**config.mk**
```make
export PLATFORM = sky130hd
export DESIGN_NAME = aml_name_string_parser_unit
export DESIGN_NICKNAME = d
export VERILOG_FILES = /design/src/design/aml_nsp_pkg.sv /design/src/design/aml_name_string_parser_unit.sv /design/src/design/aml_nsp_parser.sv /design/src/design/aml_nsp_out_reg.sv
export SDC_FILE = /design/constraint.sdc
export NUM_CORES = 1
export LEC_CHECK = 0
export ABC_AREA = 1
export BUFFER_PORTS_ARGS = -buffer_cell sky130_fd_sc_hd__buf_2
export CAP_MARGIN = 20
export CORE_MARGIN = 4
export CORE_UTILIZATION = 45
export DETAILED_ROUTE_END_ITERATION = 12
export GPL_TIMING_DRIVEN = 1
export PLACE_DENSITY = 0.61
export SETUP_SLACK_MARGIN = 0.3
export SLEW_MARGIN = 25
export SYNTH_ARGS = -nofsm -noshare
export SYNTH_HDL_FRONTEND = slang
export SYNTH_SLANG_ARGS = --single-unit
```
**constraint.sdc**
```tcl
create_clock -name clk -period 6.9 [get_ports clk]
set_input_delay 0.345 -clock clk [delete_from_list [all_inputs] [get_ports clk]]
set_output_delay 0.345 -clock clk [all_outputs]
set_load 0.01 [all_outputs]
```
**src/design/aml_nsp_pkg.sv**
```systemverilog
`timescale 1ns / 1ps

package aml_nsp_pkg;

    // Special bytes of the AML name encoding.
    localparam logic [7:0] ROOT_BYTE   = 8'h5C;
    localparam logic [7:0] PARENT_BYTE = 8'h5E;
    localparam logic [7:0] DUAL_BYTE   = 8'h2E;
    localparam logic [7:0] MULTI_BYTE  = 8'h2F;
    localparam logic [7:0] NULL_BYTE   = 8'h00;

    // Parser phase codes.
    localparam int unsigned PHASE_W = 3;
    localparam logic [PHASE_W-1:0] PH_IDLE    = 3'd0;
    localparam logic [PHASE_W-1:0] PH_PARENTS = 3'd1;
    localparam logic [PHASE_W-1:0] PH_PATHLEN = 3'd2;
    localparam logic [PHASE_W-1:0] PH_COUNT   = 3'd3;
    localparam logic [PHASE_W-1:0] PH_SEG     = 3'd4;

    // Error codes.
    localparam logic ERR_NONE     = 1'b0;
    localparam logic ERR_BAD_CHAR = 1'b1;

    // One result transaction.
    typedef struct packed {
        logic [31:0] segment_value;
        logic [7:0]  segment_index;
        logic [7:0]  segment_total;
        logic [7:0]  parent_count;
        logic        is_absolute;
        logic        last_of_path;
        logic        error_code;
    } result_t;

    // First character of a name segment: 'A'-'Z' or '_'.
    function automatic logic lead_ok(input logic [7:0] c);
        lead_ok = ((c >= 8'h41) && (c <= 8'h5A)) || (c == 8'h5F);
    endfunction

    // Other characters may also be digits.
    function automatic logic char_ok(input logic [7:0] c);
        char_ok = lead_ok(c) || ((c >= 8'h30) && (c <= 8'h39));
    endfunction

    // Whole segment check, first character in the low byte.
    function automatic logic word_ok(input logic [31:0] w);
        word_ok = lead_ok(w[7:0]) && char_ok(w[15:8]) &&
                  char_ok(w[23:16]) && char_ok(w[31:24]);
    endfunction

endpackage

```
**src/design/aml_name_string_parser_unit.sv**
```systemverilog
`timescale 1ns / 1ps
// Channel   Handshake                  Payload
// input     data_valid / data_ready    data_byte
// result    result_valid / result_ready segment_value, segment_index, segment_total,
//                                      parent_count, is_absolute, last_of_path, error_code
//
// One byte is accepted per cycle while data_ready is high; a byte is decoded from the input register.
// A result passes through the input register and then the result register before it shows on the ports.
// Decode is combinational between the input and result registers.
// Reset is asynchronous, active low, and returns the parser to idle with no path held.
// A stalled result blocks decoding; one more byte can still wait in the input register.

module aml_name_string_parser_unit
    import aml_nsp_pkg::*;
(
    input  logic        clk,
    input  logic        rst_n,
    input  logic        data_valid,
    output logic        data_ready,
    input  logic [7:0]  data_byte,
    output logic        result_valid,
    input  logic        result_ready,
    output logic [31:0] segment_value,
    output logic [7:0]  segment_index,
    output logic [7:0]  segment_total,
    output logic [7:0]  parent_count,
    output logic        is_absolute,
    output logic        last_of_path,
    output logic        error_code
);

    logic       in_valid_reg;
    logic [7:0] in_byte_reg;
    logic       advance;
    logic       step;
    logic       emit;
    result_t    parsed;
    result_t    out_data;

    // The decode stage may run whenever the result register can take a value.
    assign advance    = !result_valid || result_ready;
    assign step       = in_valid_reg && advance;
    assign data_ready = !in_valid_reg || advance;

    // Input register.
    always_ff @(posedge clk or negedge rst_n)
    begin
        if (!rst_n)
        begin
            in_valid_reg <= 1'b0;
        end
        else if (data_valid && data_ready)
        begin
            in_valid_reg <= 1'b1;
        end
        else if (step)
        begin
            in_valid_reg <= 1'b0;
        end
    end

    always_ff @(posedge clk)
    begin
        if (data_valid && data_ready)
        begin
            in_byte_reg <= data_byte;
        end
    end

    // Byte decode and parse state.
    aml_nsp_parser u_parser
    (
        .clk     (clk),
        .rst_n   (rst_n),
        .step    (step),
        .byte_in (in_byte_reg),
        .emit    (emit),
        .result  (parsed)
    );

    // Result register.
    aml_nsp_out_reg u_out_reg
    (
        .clk       (clk),
        .rst_n     (rst_n),
        .load      (emit),
        .load_data (parsed),
        .take      (result_ready),
        .valid     (result_valid),
        .data      (out_data)
    );

    assign segment_value = out_data.segment_value;
    assign segment_index = out_data.segment_index;
    assign segment_total = out_data.segment_total;
    assign parent_count  = out_data.parent_count;
    assign is_absolute   = out_data.is_absolute;
    assign last_of_path  = out_data.last_of_path;
    assign error_code    = out_data.error_code;

endmodule

```
**src/design/aml_nsp_parser.sv**
```systemverilog
`timescale 1ns / 1ps

module aml_nsp_parser
    import aml_nsp_pkg::*;
(
    input  logic        clk,
    input  logic        rst_n,
    input  logic        step,
    input  logic [7:0]  byte_in,
    output logic        emit,
    output result_t     result
);

    logic [PHASE_W-1:0] phase_reg, phase_next;
    logic [7:0]         parent_reg, parent_next;
    logic               abs_reg, abs_next;
    logic [7:0]         segs_reg, segs_next;
    logic [7:0]         segcnt_reg, segcnt_next;
    logic [1:0]         pos_reg, pos_next;
    logic [31:0]        acc_reg, acc_next;

    logic        go_pathlen;
    logic        go_seg;
    logic        go_empty;
    logic        go_clear;
    logic [31:0] word;
    logic        last_seg;

    // Segment word with the current byte placed at its position.
    always_comb
    begin
        case (pos_reg)
            2'd0:    word = {acc_reg[31:8], byte_in};
            2'd1:    word = {acc_reg[31:16], byte_in, acc_reg[7:0]};
            2'd2:    word = {acc_reg[31:24], byte_in, acc_reg[15:0]};
            2'd3:    word = {byte_in, acc_reg[23:0]};
            default: word = acc_reg;
        endcase
    end

    assign last_seg = ({1'b0, segcnt_reg} + 9'd1) >= {1'b0, segs_reg};

    // Next-state and result decode for one byte.
    always_comb
    begin
        phase_next  = phase_reg;
        parent_next = parent_reg;
        abs_next    = abs_reg;
        segs_next   = segs_reg;
        segcnt_next = segcnt_reg;
        pos_next    = pos_reg;
        acc_next    = acc_reg;
        go_pathlen  = 1'b0;
        go_seg      = 1'b0;
        go_empty    = 1'b0;
        go_clear    = 1'b0;
        emit        = 1'b0;
        result      = '0;

        case (phase_reg)
            PH_IDLE:
            begin
                if (byte_in == ROOT_BYTE)
                begin
                    abs_next   = 1'b1;
                    phase_next = PH_PATHLEN;
                end
                else if (byte_in == PARENT_BYTE)
                begin
                    parent_next = 8'd1;
                    phase_next  = PH_PARENTS;
                end
                else
                begin
                    go_pathlen = 1'b1;
                end
            end
            PH_PARENTS:
            begin
                if (byte_in == PARENT_BYTE)
                begin
                    if (parent_reg != 8'hFF)
                    begin
                        parent_next = parent_reg + 8'd1;
                    end
                end
                else
                begin
                    go_pathlen = 1'b1;
                end
            end
            PH_PATHLEN:
            begin
                go_pathlen = 1'b1;
            end
            PH_COUNT:
            begin
                if (byte_in == NULL_BYTE)
                begin
                    go_empty = 1'b1;
                end
                else
                begin
                    segs_next   = byte_in;
                    segcnt_next = 8'd0;
                    pos_next    = 2'd0;
                    acc_next    = 32'd0;
                    phase_next  = PH_SEG;
                end
            end
            PH_SEG:
            begin
                go_seg = 1'b1;
            end
            default:
            begin
                go_clear = 1'b1;
            end
        endcase

        // Path-length byte: null, dual, multi or the first name character.
        if (go_pathlen)
        begin
            segcnt_next = 8'd0;
            pos_next    = 2'd0;
            acc_next    = 32'd0;
            if (byte_in == NULL_BYTE)
            begin
                go_empty = 1'b1;
            end
            else if (byte_in == DUAL_BYTE)
            begin
                segs_next  = 8'd2;
                phase_next = PH_SEG;
            end
            else if (byte_in == MULTI_BYTE)
            begin
                phase_next = PH_COUNT;
            end
            else
            begin
                segs_next  = 8'd1;
                acc_next   = {24'd0, byte_in};
                pos_next   = 2'd1;
                phase_next = PH_SEG;
            end
        end

        // Segment byte: collect, and check the word on its fourth byte.
        if (go_seg)
        begin
            if (pos_reg != 2'd3)
            begin
                acc_next   = word;
                pos_next   = pos_reg + 2'd1;
                phase_next = PH_SEG;
            end
            else
            begin
                emit                 = 1'b1;
                result.segment_value = word;
                result.segment_index = segcnt_reg;
                result.segment_total = segs_reg;
                result.parent_count  = parent_reg;
                result.is_absolute   = abs_reg;
                pos_next             = 2'd0;
                acc_next             = 32'd0;
                if (!word_ok(word))
                begin
                    result.last_of_path = 1'b1;
                    result.error_code   = ERR_BAD_CHAR;
                    go_clear            = 1'b1;
                end
                else
                begin
                    result.last_of_path = last_seg;
                    result.error_code   = ERR_NONE;
                    if (last_seg)
                    begin
                        go_clear = 1'b1;
                    end
                    else
                    begin
                        segcnt_next = segcnt_reg + 8'd1;
                        phase_next  = PH_SEG;
                    end
                end
            end
        end

        // Empty path gives a single result with zero segment value, index and total.
        if (go_empty)
        begin
            emit                 = 1'b1;
            result.segment_value = 32'd0;
            result.segment_index = 8'd0;
            result.segment_total = 8'd0;
            result.parent_count  = parent_reg;
            result.is_absolute   = abs_reg;
            result.last_of_path  = 1'b1;
            result.error_code    = ERR_NONE;
            go_clear             = 1'b1;
        end

        // End of the name string returns all path state to idle.
        if (go_clear)
        begin
            phase_next  = PH_IDLE;
            parent_next = 8'd0;
            abs_next    = 1'b0;
            segs_next   = 8'd0;
            segcnt_next = 8'd0;
            pos_next    = 2'd0;
            acc_next    = 32'd0;
        end

        if (!step)
        begin
            emit = 1'b0;
        end
    end

    // Parse state advances once per processed byte.
    always_ff @(posedge clk or negedge rst_n)
    begin
        if (!rst_n)
        begin
            phase_reg  <= PH_IDLE;
            parent_reg <= 8'd0;
            abs_reg    <= 1'b0;
            segs_reg   <= 8'd0;
            segcnt_reg <= 8'd0;
            pos_reg    <= 2'd0;
            acc_reg    <= 32'd0;
        end
        else if (step)
        begin
            phase_reg  <= phase_next;
            parent_reg <= parent_next;
            abs_reg    <= abs_next;
            segs_reg   <= segs_next;
            segcnt_reg <= segcnt_next;
            pos_reg    <= pos_next;
            acc_reg    <= acc_next;
        end
    end

endmodule

```
**src/design/aml_nsp_out_reg.sv**
```systemverilog
`timescale 1ns / 1ps

module aml_nsp_out_reg
    import aml_nsp_pkg::*;
(
    input  logic    clk,
    input  logic    rst_n,
    input  logic    load,
    input  result_t load_data,
    input  logic    take,
    output logic    valid,
    output result_t data
);

    logic    valid_reg;
    result_t data_reg;

    // Result is held until the downstream side takes the transaction.
    always_ff @(posedge clk or negedge rst_n)
    begin
        if (!rst_n)
        begin
            valid_reg <= 1'b0;
        end
        else if (load)
        begin
            valid_reg <= 1'b1;
        end
        else if (take)
        begin
            valid_reg <= 1'b0;
        end
    end

    // Payload needs no reset.
    always_ff @(posedge clk)
    begin
        if (load)
        begin
            data_reg <= load_data;
        end
    end

    assign valid = valid_reg;
    assign data  = data_reg;

endmodule

```
==> results_dict.tcl, run 1 <==
set metrics [dict create \
    synth_area_leaders "edfxtp_1, dfrtp_1, nand2_1, nor2_1, inv_1" \
    clock_path_buffers 2 \
    place_congestion 0.872 \
    cts_tree "yes" \
    hpwl_um 12800 \
    vias 6315 \
    worstSetupPathType "reg2reg" \
    clockRootBuffer "clkbuf_16" \
    clock.fmax_mhz 271 \
    totalPowerFinal_mw 3.00 \
    hold_viol 0 \
    hold_start "data_byte[5]" \
    yosysWarnings 0 \
    grt_overflow 0 \
    row_count 46 \
    final_cell_area_sq_um 8380 \
    clock_skew_ps 10.1 \
    ys_seq_area_share_pct 50.0 \
    grt_max_degree 65 \
    drive_gt1_share_pct 14.4 \
    grt_pass1_wl_um 31100 \
    finalSetupViolCount 0 \
    outcome "completed" \
    end_kind "register" \
    crit_chain "inv_1, nor3_1, nand4_1, xor2_1, inv_1, ha_1, nand4_1, nor2_1, nor2_1, nand3_1, inv_1, nand4_2, nand2_2, nand3_4, nand2_4, nand2_1, nand2_1" \
    drc_errors 0 \
    grt.total_usage_pct 21.9 \
    multi_input_area_sq_um 3030 \
    start_util_pct 45.6 \
    syn_area_per_cell_sq_um 7.81 \
    clk_latency_ps 420 \
    power_leakage_nw 4.12 \
    yosys.area.top_type_share_pct 27.8 \
    start_kind "register" \
    cp-startpoint "u_parser.segcnt_reg[0]$_DFFE_PN0P_" \
    fillCellCount 1533 \
    antenna_left 0 \
    ys_types 39 \
    hold_buffers 0 \
    wl_per_cell_um 15.7 \
    largest_reg_flops 59 \
    nets 1017 \
    die_h_um 135 \
    ir_drop_v 0.000203 \
    cp_top_family "simple AND/OR/NAND/NOR gates" \
    r2r_start "u_parser.segcnt_reg[0]$_DFFE_PN0P_" \
    first_global_vias 5948 \
    diodes 0 \
    cp_slowest_cell "nand2_4" \
    avgViaCountPerCell 5.18 \
    utilization_pct 52.9 \
    routed_wl_um 19200 \
    antenna_found_initial 0 \
    dpl_cell_area_sq_um 7750 \
    cts_buffers 17 \
    required_ps 7260 \
    rsz0062_at_grt "no" \
    drt_iter0_drc 613 \
    area_delta_synth_final_pct 16.0 \
    critPathMaxStageDelay_ps 490 \
    cts.sinks 131 \
    syn_area_sq_um 7220 \
    cap_violations 0 \
    layout_min_cycle_time_ps 3690 \
    holdWs_ps 95.0 \
    synth_top_cell_by_area "edfxtp_1" \
    die_area_sq_um 18100 \
    powerDensity_nw_per_um2 358 \
    ys_seq_elements 131 \
    path_buf_inv 3 \
    cp_max_fo 34 \
    cts.htree.levels 4 \
    dr.pass1.iters 6 \
    die_x_um 135 \
    io_buffers 72 \
    hold_path_class "in2reg" \
    synth_fp_nets 951 \
    slew_headroom_pct 37.8 \
    cts-resized-gates 0 \
    crit_path_frequent_cell "inv_1" \
    io_pins 73 \
    seq_area_sq_um 3610 \
    post_cts_buffers 0 \
    cp.arrival_ps 4040 \
    drv_slew 0 \
    synthCells 925 \
    tns_ps 0 \
    core_sq_um 15800 \
    tightest_slew_ps 931 \
    period_share_pct 53.5 \
    clkTransAtPathRegs_ps 50 \
]
where the power goes:
group	total, mW	switching, mW	leakage (nW)	internal [mW]
logic	1.09	0.824	2.24	0.264
clock network	0.962	0.330	0.307	0.632
registers	0.950	0.0572	1.58	0.893
Yosys cell counts, drive strengths merged:
cell    instances
a211oi          4
a21boi          3
a21oi          24
buf            15
clkbuf         13
dfrtp          64
edfxtp         67
ha             14
inv           119
nand2         283
nand3          80
nand3b          2
nand4          21
nor2          156
nor3           11
o211ai          1
o21a            1
o21ai          29
o22ai           6
o31ai           4
or2             1
xor2            7
layer usage:
metal	GRT usage [%]	part of all wire (%)	up-vias	wire length [um]
li1	-	-	3101	-
met1	30.6	46	2963	8900
met2	34.6	46	222	8810
met3	3.95	5.8	29	1110
met4	7.41	1.8	0	348
met5	0	0	-	0
metrics by stage:
stage / cells / worst slack [ps]
floorplan: 925 / 2560
global placement: 1188 / 3350
detailed placement: 1188 / 3280
CTS: 1220 / 3230
global route: 1220 / 2850
finish: 1220 / 3210
final timing paths:
| path | endpoint | slack (ps) | cells after the start |
|---|---|---|---|
| min reg2reg | u_parser.acc_reg[5]$_DFFE_PN0P_ | 470 | 2 |
| min | in_byte_reg[5]$_DFFE_PP_ | 90 | 1 |
| max reg2reg | u_parser.acc_reg[9]$_DFFE_PN0P_ | 3210 | 17 |
| max in group asynchronous | u_parser.acc_reg[16]$_DFFE_PN0P_ | 6160 | 2 |
| max | u_parser.acc_reg[9]$_DFFE_PN0P_ | 3210 | 17 |
| min in group asynchronous | u_parser.segcnt_reg[5]$_DFFE_PN0P_ | 120 | 2 |
cell type report:
type | count | area share (%)
inverter | 119 | 5.39
sequential | 131 | 43.1
clock inverter | 9 | 1.81
multi-input combinational | 647 | 36.2
tap | 216 | 3.23
timing repair buffer | 75 | 4.57
clock buffer | 23 | 5.70
placed cells by master, fill, tap and decap left out, types with 4 or more instances in the layout:
cell,n
buf_2,72
nor2_1,151
dfrtp_1,64
edfxtp_1,67
nand2_2,7
a21oi_2,5
inv_1,105
a211oi_1,4
clkbuf_16,17
a21oi_1,19
xor2_1,7
nor3_1,10
nand2_1,274
o22ai_1,6
o21ai_1,10
bufinv_16,4
ha_1,14
o21ai_0,18
inv_2,13
nand4_1,20
nand3_1,77
o31ai_1,4
kinds of logic (layout without fill, tap and decap cells):
group,after synthesis,count (layout),synth area share [%]
AOI/OAI and AO/OA,72,72,5.85
xor gates and xnor gates,7,7,0.849
adders and majority gates,14,14,2.42
buffers and inverters,147,226,8.19
DFF,131,131,50.0
and+or+nand+nor,554,554,32.7
worst reg2reg max path, cell delays in order, from the launching register on:
cell and delay (ps):
dfrtp_1 460, inv_1 100, nor3_1 380, nand4_1 160, xor2_1 280, inv_1 80, ha_1 320, nand4_1 150
nor2_1 70, nor2_1 80, nand3_1 110, inv_1 130, nand4_2 150, nand2_2 140, nand3_4 330, nand2_4 490
nand2_1 110, nand2_1 80
Note: power is estimated with default switching activity, not from simulation.
==> inputs of run 2 (changes only) <==
--- a/config.mk
+++ b/config.mk
@@ -12,7 +12,7 @@
 export CORE_UTILIZATION = 45
 export DETAILED_ROUTE_END_ITERATION = 12
 export GPL_TIMING_DRIVEN = 1
-export PLACE_DENSITY = 0.61
+export PLACE_DENSITY = 0.63
 export SETUP_SLACK_MARGIN = 0.3
 export SLEW_MARGIN = 25
 export SYNTH_ARGS = -nofsm -noshare
==> constraint.sdc (replaced) <==
create_clock -name clk -period 3 [get_ports clk]
set_input_delay 0.15 -clock clk [delete_from_list [all_inputs] [get_ports clk]]
set_output_delay 0.15 -clock clk [all_outputs]
set_load 0.01 [all_outputs]
==> run 2 against run 1 <==
Effect of this change:
- clock power up 130%
- wire length increased by 7.8%
- sequential share of layout area down 6.2 points
==> results_dict.tcl, run 2 (same netlist as run 1, synthesis figures left out) <==
set metrics [dict create \
    pwr-share-clk_pct 27.9 \
    cp.arrival_ps 3250 \
    final_common_cell "nand2_1" \
    clk_latency_ps 420 \
    start_util_pct 45.6 \
    clock_path_buffers 2 \
    p_seq_share_pct 27.3 \
    area_delta_synth_final_pct 35.6 \
    end_kind "register" \
    holdWs_ps 21.2 \
    cts.htree.levels 4 \
    wl_met3_um 1370 \
    required_ps 3360 \
    diodes 0 \
    slew_headroom_pct 51.4 \
    powerDensity_nw_per_um2 828 \
    outcome "completed" \
    core_sq_um 15800 \
    cap_violations 0 \
    antenna_found_initial 0 \
    dr.pass1.iters 5 \
    largest_reg_flops 59 \
    clock_skew_ps 12.1 \
    first_global_vias 6439 \
    vias 6749 \
    wl_met1_um 9090 \
    drc_errors 0 \
    internal_power_mw 4.88 \
    nets 1100 \
    tightest_slew_ps 729 \
    layout_common_cells "nand2_1, nor2_1, inv_1" \
    drt_iter0_drc 632 \
    utilization_pct 61.9 \
    cp_max_fo 6 \
    die_area_sq_um 18100 \
    totalPowerFinal_mw 8.11 \
    combPwrFrac_pct 44.8 \
    avgViaCountPerCell 5.18 \
    layout_min_cycle_time_ps 2890 \
    wl_per_cell_um 15.9 \
    place_congestion 0.872 \
    grt.total_usage_pct 22.9 \
    cts_buffers 17 \
    p_sw_mw 3.23 \
    io_pins 73 \
    ir_drop_v 0.000508 \
    die_h_um 135 \
    period_share_pct 96.4 \
    row_count 46 \
    switching_share_pct 39.9 \
    worstSetupPathType "reg2reg" \
    hpwl_um 13200 \
    start_kind "register" \
    hold_viol 0 \
    grt_overflow 0 \
    grt_pass1_wl_um 32800 \
    clockRootBuffer "clkbuf_16" \
    dr_wl_met2_um 9590 \
    drive_gt1_share_pct 29.1 \
    finalSetupViolCount 0 \
    rsz0062_at_grt "yes" \
    clkTransAtPathRegs_ps 60 \
    die_x_um 135 \
    power_leakage_nw 4.71 \
    hold_path_class "in2reg" \
    routed.top_layer "met4" \
    antenna_left 0 \
    cts_tree "yes" \
    io_buffers 72 \
    drv_slew 0 \
    cts.sinks 131 \
    routed_wl_um 20700 \
    grt_max_degree 50 \
    clock.fmax_mhz 346 \
]
[run 2: layout make-up]
cell class,count,area [sq um]
clock buffer,18,429
timing repair buffer,156,1240
fill,1329,6030
tap,216,270
clock inverter,14,208
timing repair inverter,1,5.00
multi-input combinational,648,3560
sequential,131,3610
inverter,119,459
[run 2: worst paths after layout]
check                                                        start                               end  slack, ps  depth (start not counted)
worst max register to register  u_parser.segcnt_reg[1]$_DFFE_PN0P_   u_parser.acc_reg[7]$_DFFE_PN0P_        110                         20
worst max-delay path            u_parser.segcnt_reg[1]$_DFFE_PN0P_   u_parser.acc_reg[7]$_DFFE_PN0P_        110                         20
max in group asynchronous                                    rst_n   u_parser.pos_reg[0]$_DFFE_PN0P_       2010                          3
worst min-delay path                                  result_ready       u_out_reg.valid$_DFFE_PN0P_         20                          4
worst min register to register    u_parser.acc_reg[25]$_DFFE_PN0P_  u_parser.acc_reg[25]$_DFFE_PN0P_        480                          2
min in group asynchronous                                    rst_n  u_parser.acc_reg[13]$_DFFE_PN0P_        310                          2
[run 2: critical path, cell delays in order (launching register included)]
cell and delay (ps):
dfrtp_1 380, ha_2 200, nand2_2 60, nor2_4 130, nand3_1 130, xor2_1 220
inv_1 110, ha_4 240, a21oi_2 110, o211ai_1 100, nor2_1 140, nand3_2 110
inv_2 90, nand4_4 100, nand2_4 110, nand3_4 100, nand2_4 110, buf_12 140
buf_12 140, nand2_2 60, nand2_2 60
[run 2: power by group through the flow]
stage / logic (mW) / registers (mW) / clock network [mW]
4_1_cts: 3.19 / 2.18 / 2.30
2_1_floorplan: 1.93 / 2.17 / 0
6_report: 3.63 / 2.21 / 2.26
3_5_place_dp: 2.78 / 2.21 / 0
3_3_place_gp: 2.78 / 2.21 / 0
5_1_grt: 3.96 / 2.23 / 2.40
[run 2: timing repair]
item,in CTS,in global routing
endpoints found under the setup margin,63,63
hold buffers,10,0
resized for setup,52,99
pin swaps,24,41
endpoints found under the hold margin,37,0
buffers inserted,27,7
gates cloned,2,4
[run 2: per-stage QoR]
step                      instances  cell area [sq um]  setup slack, ps  setup TNS (ps)
final                          1303               9790              108               0
after detailed placement       1221               8060            -25.7           -95.2
after global routing           1303               9790            -66.1           -1700
after CTS                      1292               9330              164               0
after floorplan                 925               7240              322               0
after global placement         1221               8060             65.9               0
[run 2: per-layer routing]
metal  vias up  global-route usage (%)
met3        45                    5.81
met4         0                    9.11
li1       3277                       -
met1      3158                    31.5
met5         -                       0
met2       269                    34.8
